[src/sv/palette_find_add_nearest_core_assert.svh]
// Assertion macros shared by the palette core modules.
// Each macro expects clk and rst_n to be visible in the module that uses it.
`ifndef PALETTE_FIND_ADD_NEAREST_CORE_ASSERT_SVH
`define PALETTE_FIND_ADD_NEAREST_CORE_ASSERT_SVH

// Same-cycle implication, checked out of reset
`define PFAN_ASSERT_IMP(lbl, ante, cons, msg) \
    lbl: assert property (@(posedge clk) disable iff (!rst_n) (ante) |-> (cons)) \
        else $error(msg);

// Next-cycle implication, checked out of reset
`define PFAN_ASSERT_NXT(lbl, ante, cons, msg) \
    lbl: assert property (@(posedge clk) disable iff (!rst_n) (ante) |=> (cons)) \
        else $error(msg);

`endif

[src/sv/pfan_pkg.sv]
// Shared types and constants for the palette find/add/nearest core.
// No dependencies; used by the controller, datapath and top level.
`timescale 1ns / 1ps

package pfan_pkg;

    // Field widths
    localparam int COLOR_W     = 24;
    localparam int LIMIT_W     = 9;
    localparam int IDX_OUT_W   = 8;
    localparam int KIND_W      = 2;
    localparam int CNT_OUT_W   = 9;
    localparam int TDATA_IN_W  = 24;
    localparam int TDATA_OUT_W = 24;
    localparam int DIST_W      = 19;

    // Defaults
    localparam int                 PALETTE_DEPTH_DEF = 256;
    localparam logic [LIMIT_W-1:0] LIMIT_RESET       = 9'd256;
    localparam logic [DIST_W-1:0]  DIST_CEILING      = 19'd500000;

    // Result kinds
    localparam logic [KIND_W-1:0] KIND_MATCH   = 2'd0;
    localparam logic [KIND_W-1:0] KIND_ADDED   = 2'd1;
    localparam logic [KIND_W-1:0] KIND_NEAREST = 2'd2;

    // Controller to datapath commands
    typedef struct packed {
        logic load;
        logic step;
        logic decide;
        logic out_load;
    } pfan_cmd_t;

    // Datapath to controller status
    typedef struct packed {
        logic cnt_zero;
        logic scan_last;
        logic pipe_busy;
    } pfan_sts_t;

endpackage

[src/sv/pfan_ctrl.sv]
// Controller state machine for the palette core: sequences load, scan,
// drain, decide and output. Depends on pfan_pkg and the assertion header.
`timescale 1ns / 1ps
`include "palette_find_add_nearest_core_assert.svh"

module pfan_ctrl (
    input  logic              clk,
    input  logic              rst_n,
    input  logic              in_valid,
    output logic              in_ready,
    output logic              out_valid,
    input  logic              out_ready,
    input  pfan_pkg::pfan_sts_t sts,
    output pfan_pkg::pfan_cmd_t cmd
);

    typedef enum logic [2:0] {
        ST_IDLE,
        ST_SCAN,
        ST_DRAIN,
        ST_DECIDE,
        ST_FINISH
    } state_t;

    state_t state_reg;
    state_t state_next;
    logic   out_valid_reg;
    logic   out_valid_next;

    // Next state and commands
    always_comb
    begin
        state_next = state_reg;
        cmd        = '0;
        in_ready   = 1'b0;
        unique case (state_reg)
            ST_IDLE:
            begin
                in_ready = 1'b1;
                if (in_valid)
                begin
                    cmd.load   = 1'b1;
                    state_next = ST_SCAN;
                end
            end
            ST_SCAN:
            begin
                if (sts.cnt_zero)
                begin
                    state_next = ST_DRAIN;
                end
                else
                begin
                    cmd.step = 1'b1;
                    if (sts.scan_last)
                    begin
                        state_next = ST_DRAIN;
                    end
                end
            end
            ST_DRAIN:
            begin
                if (!sts.pipe_busy)
                begin
                    state_next = ST_DECIDE;
                end
            end
            ST_DECIDE:
            begin
                cmd.decide = 1'b1;
                state_next = ST_FINISH;
            end
            ST_FINISH:
            begin
                if (!out_valid_reg || out_ready)
                begin
                    cmd.out_load = 1'b1;
                    state_next   = ST_IDLE;
                end
            end
            default:
            begin
                state_next = ST_IDLE;
            end
        endcase
    end

    // Output word valid: set on load, drop when taken
    always_comb
    begin
        out_valid_next = out_valid_reg && !out_ready;
        if (cmd.out_load)
        begin
            out_valid_next = 1'b1;
        end
    end

    // Hold state and output valid
    always_ff @(posedge clk or negedge rst_n)
    begin
        if (!rst_n)
        begin
            state_reg     <= ST_IDLE;
            out_valid_reg <= 1'b0;
        end
        else
        begin
            state_reg     <= state_next;
            out_valid_reg <= out_valid_next;
        end
    end

    assign out_valid = out_valid_reg;

    `PFAN_ASSERT_IMP(a_idle_drained, state_reg == ST_IDLE, !sts.pipe_busy, "scan pipe busy in idle")
    `PFAN_ASSERT_IMP(a_decide_drained, cmd.decide, !sts.pipe_busy, "decide before scan drained")
    `PFAN_ASSERT_NXT(a_finish_waits, state_reg == ST_FINISH && out_valid_reg && !out_ready, state_reg == ST_FINISH, "result slot overwritten")

endmodule

[config.mk]
export PLATFORM = sky130hd
export DESIGN_NAME = pfan_ctrl
export DESIGN_NICKNAME = d
export VERILOG_FILES = /design/src/sv/pfan_pkg.sv /design/src/sv/pfan_ctrl.sv
export VERILOG_INCLUDE_DIRS = /design/src /design/src/sv
export SDC_FILE = /design/constraint.sdc
export NUM_CORES = 1
export LEC_CHECK = 0
export BUFFER_PORTS_ARGS = -buffer_cell sky130_fd_sc_hd__buf_2
export CORE_AREA = 2 2 39 41
export DETAILED_ROUTE_END_ITERATION = 8
export DIE_AREA = 0 0 41 43
export PLACE_DENSITY = 0.35
export SLEW_MARGIN = 20
export SYNTH_ARGS = -nofsm -noshare
export SYNTH_HDL_FRONTEND = slang
export SYNTH_SLANG_ARGS = --single-unit
export TNS_END_PERCENT = 5
[constraint.sdc]
create_clock -name clk -period 1.5 [get_ports clk]
set_clock_uncertainty 0.05 [all_clocks]
set_input_delay 0.45 -clock clk [delete_from_list [all_inputs] [get_ports clk]]
set_output_delay 0.45 -clock clk [all_outputs]
set_load 0.02 [all_outputs]
==> results.py <==
metrics = {
    "logic_synthesis": {
        "syn_inst": 23,
        "yosysUniqueCellTypes": 15,
        "ys_seq_area_share_pct": 47.06,
        "ys_warn_count": 0,
        "synthTopCellsByArea": "dfrtp_1, nand2b_4, nand2b_1",
        "yosys.area.top_type": "dfrtp_1",
        "syn_nets": 30,
        "synth.ff_latch_count": 4,
        "yosysTopAreaCellShare_pct": 47.06,
        "avgSynthCellArea_sq_um": 9.248,
        "synth_area_sq_um": 212.7,
        "synth_most_common_cell": "dfrtp_1",
        "async_flop_share_pct": 100.0,
        "synth_edf_count": 0,
        "synthFlopType": "dfrtp_1",
    },
    "cts": {
        "clkTransAtPathRegs_ps": 40,
        "cts.sinks": 4,
        "numCtsBuffers": 3,
        "cts_tree": "done",
        "clk_path_buf_depth": 2,
        "clockRootBuffer": "clkbuf_4",
        "worstSkewPairLatency_ps": 240,
        "cts.htree.levels": 1,
    },
    "critical_path": {
        "r2r-end": "state_reg[0]",
        "end_kind": "output pin",
        "required_ps": 1000,
        "worstPathMaxFanout": 4,
        "worstPathArrival_ps": 1130,
        "worstReg2RegStart": "state_reg[2]",
        "criticalPathCategory": "flop to output pin",
        "r2r_slack_ps": 240,
        "r2r_cells": 3,
        "start_kind": "flop",
    },
    "cells_and_area": {
        "largest_reg_flops": 3,
        "layout.nets": 54,
        "area_growth_pct": 97.06,
        "postLayoutCoreUtil_pct": 30.29,
        "fin_cells": 61,
        "antenna_cells": 0,
        "drive_gt1_share_pct": 68.89,
        "fillers": 170,
    },
    "timing": {
        "setup_viol": 5,
        "slew_violations": 0,
        "tightest_slew_ps": 213.9,
        "period_share_pct": 108.5,
        "fin_hold_ws_ps": 466.0,
        "slew_headroom_pct": 85.62,
        "min_period_ps": 1628,
        "rsz0062_at_grt": "true",
        "hold_viol": 0,
        "fmaxAchievable_ghz": 0.6143,
        "setup_ws_ps": -127.9,
    },
    "detailed_routing": {
        "avgRoutedWirePerCell_um": 9.475,
        "drt-initial-drc-count": 0,
        "ant_nets": 0,
        "firstDrtPassIters": 1,
        "via_per_inst": 4.098,
        "drt_wl_total_um": 578,
        "remaining_drc_errors": 0,
        "via_count": 250,
    },
    "global_routing": {
        "grt_pass1_wl_um": 979,
        "gr-total-overflow": 0,
        "grt_pass1_vias": 257,
        "grt_use_total_pct": 8.761,
        "grt_max_degree": 7,
        "antenna_found_initial": 0,
    },
    "floorplanning": {
        "num_rows": 14,
        "dieArea_sq_mm": 0.001763,
        "core_region_area_sq_mm": 0.001384,
        "die_y_um": 43,
        "ios": 13,
        "start_util_pct": 15.37,
        "die_w_um": 41,
    },
    "power_and_ir_drop": {
        "max-vdd-ir-drop_v": 0.0005706,
        "power_leakage_nw": 0.2013,
        "power.total_w": 0.0008354,
        "p_per_area_mw_per_mm2": 1993,
    },
    "placed_design": {
        "post-dp-hpwl_um": 419.5,
        "io_buffers": 12,
        "place.gp.congestion": 0.6423,
        "dpl.cell_count": 53,
        "place_ws_ps": -0.6743,
    },
    "min_path": {
        "hold_depth": 3,
        "holdCritStartpoint": "sts[1]",
        "hp-class": "primary input to flop",
        "min_to": "state_reg[0]",
    },
    "run_status": {
        "violations": "negative setup slack",
        "status": "finished with violations",
    },
    "job": {
        "cap_viol_max_count": 0,
    },
}
==> logic make-up after synthesis <==
family	synth area share, %
AOI/OAI and AO/OA	14.71
buffers and inverters	1.763
DFF	47.06
and+or+nand+nor	36.48
==> cell type report <==
type	count	area (sq um)	share of cell area, %
multi-input combinational	18	132.6	31.64
timing repair buffer	19	136.4	32.54
tap	16	20.02	4.776
inverter	1	3.754	0.8955
sequential	4	103.9	24.78
clock buffer	3	22.52	5.373
==> critical path, cell delays in order (launching register included) <==
cell and delay, ps:
dfrtp_2 440, nor3_4 190, and2_4 160, buf_6 100
==> per-stage QoR <==
step,setup TNS (ps),cell area (sq um)
final,-462.7,419.2
after global placement,-2.880,324.1
after floorplan,-7.371,229.0
after CTS,-506.6,410.4
after detailed placement,-0.6743,324.1
after global routing,-736.9,419.2
==> power by group <==
part           internal, W  total, W  leakage [nW]  switching, W
logic             0.000250  0.000466         0.139      0.000215
clock network    0.0000896  0.000134        0.0138     0.0000448
registers         0.000158  0.000235        0.0484     0.0000775
==> layer usage <==
| metal | up-vias | wire, um | GRT usage [%] |
|---|---|---|---|
| li1 | 129 | - | - |
| met1 | 112 | 226 | 9.740 |
| met2 | 9 | 311 | 12.19 |
| met3 | 0 | 40 | 4.712 |
| met4 | 0 | 0 | 6.000 |
| met5 | - | 0 | 0 |
==> placed cells by master, fill, tap and decap left out, types with 2 or more instances in the layout <==
cell and instances:
buf_4 7, buf_2 8, nand2b_1 2, clkbuf_4 3, buf_6 3, a21oi_1 2, dfrtp_2 3, nor2_2 2
nand2_1 2
==> how the worst max path moves through the flow <==
stage                     slack [ps]    startpoint     end  depth (start not counted)
after floorplan                   -7  state_reg[2]  cmd[3]                          2
after global placement            -3     out_ready  cmd[0]                          4
after detailed placement        -0.7     out_ready  cmd[0]                          4
after CTS                       -140  state_reg[0]  cmd[3]                          3
after global routing            -190  state_reg[2]  cmd[3]                          3
final                           -130  state_reg[2]  cmd[3]                          3
==> repair_timing <==
item / 4_1_cts / 5_1_grt
resized for setup: 10 / 4
endpoints found under the setup margin: 5 / 5
setup buffers: 4 / 0
hold buffers: 1 / 0
pin swaps: 2 / 1
endpoints found under the hold margin: 4 / 0
Note: power is estimated with default switching activity, not from simulation.
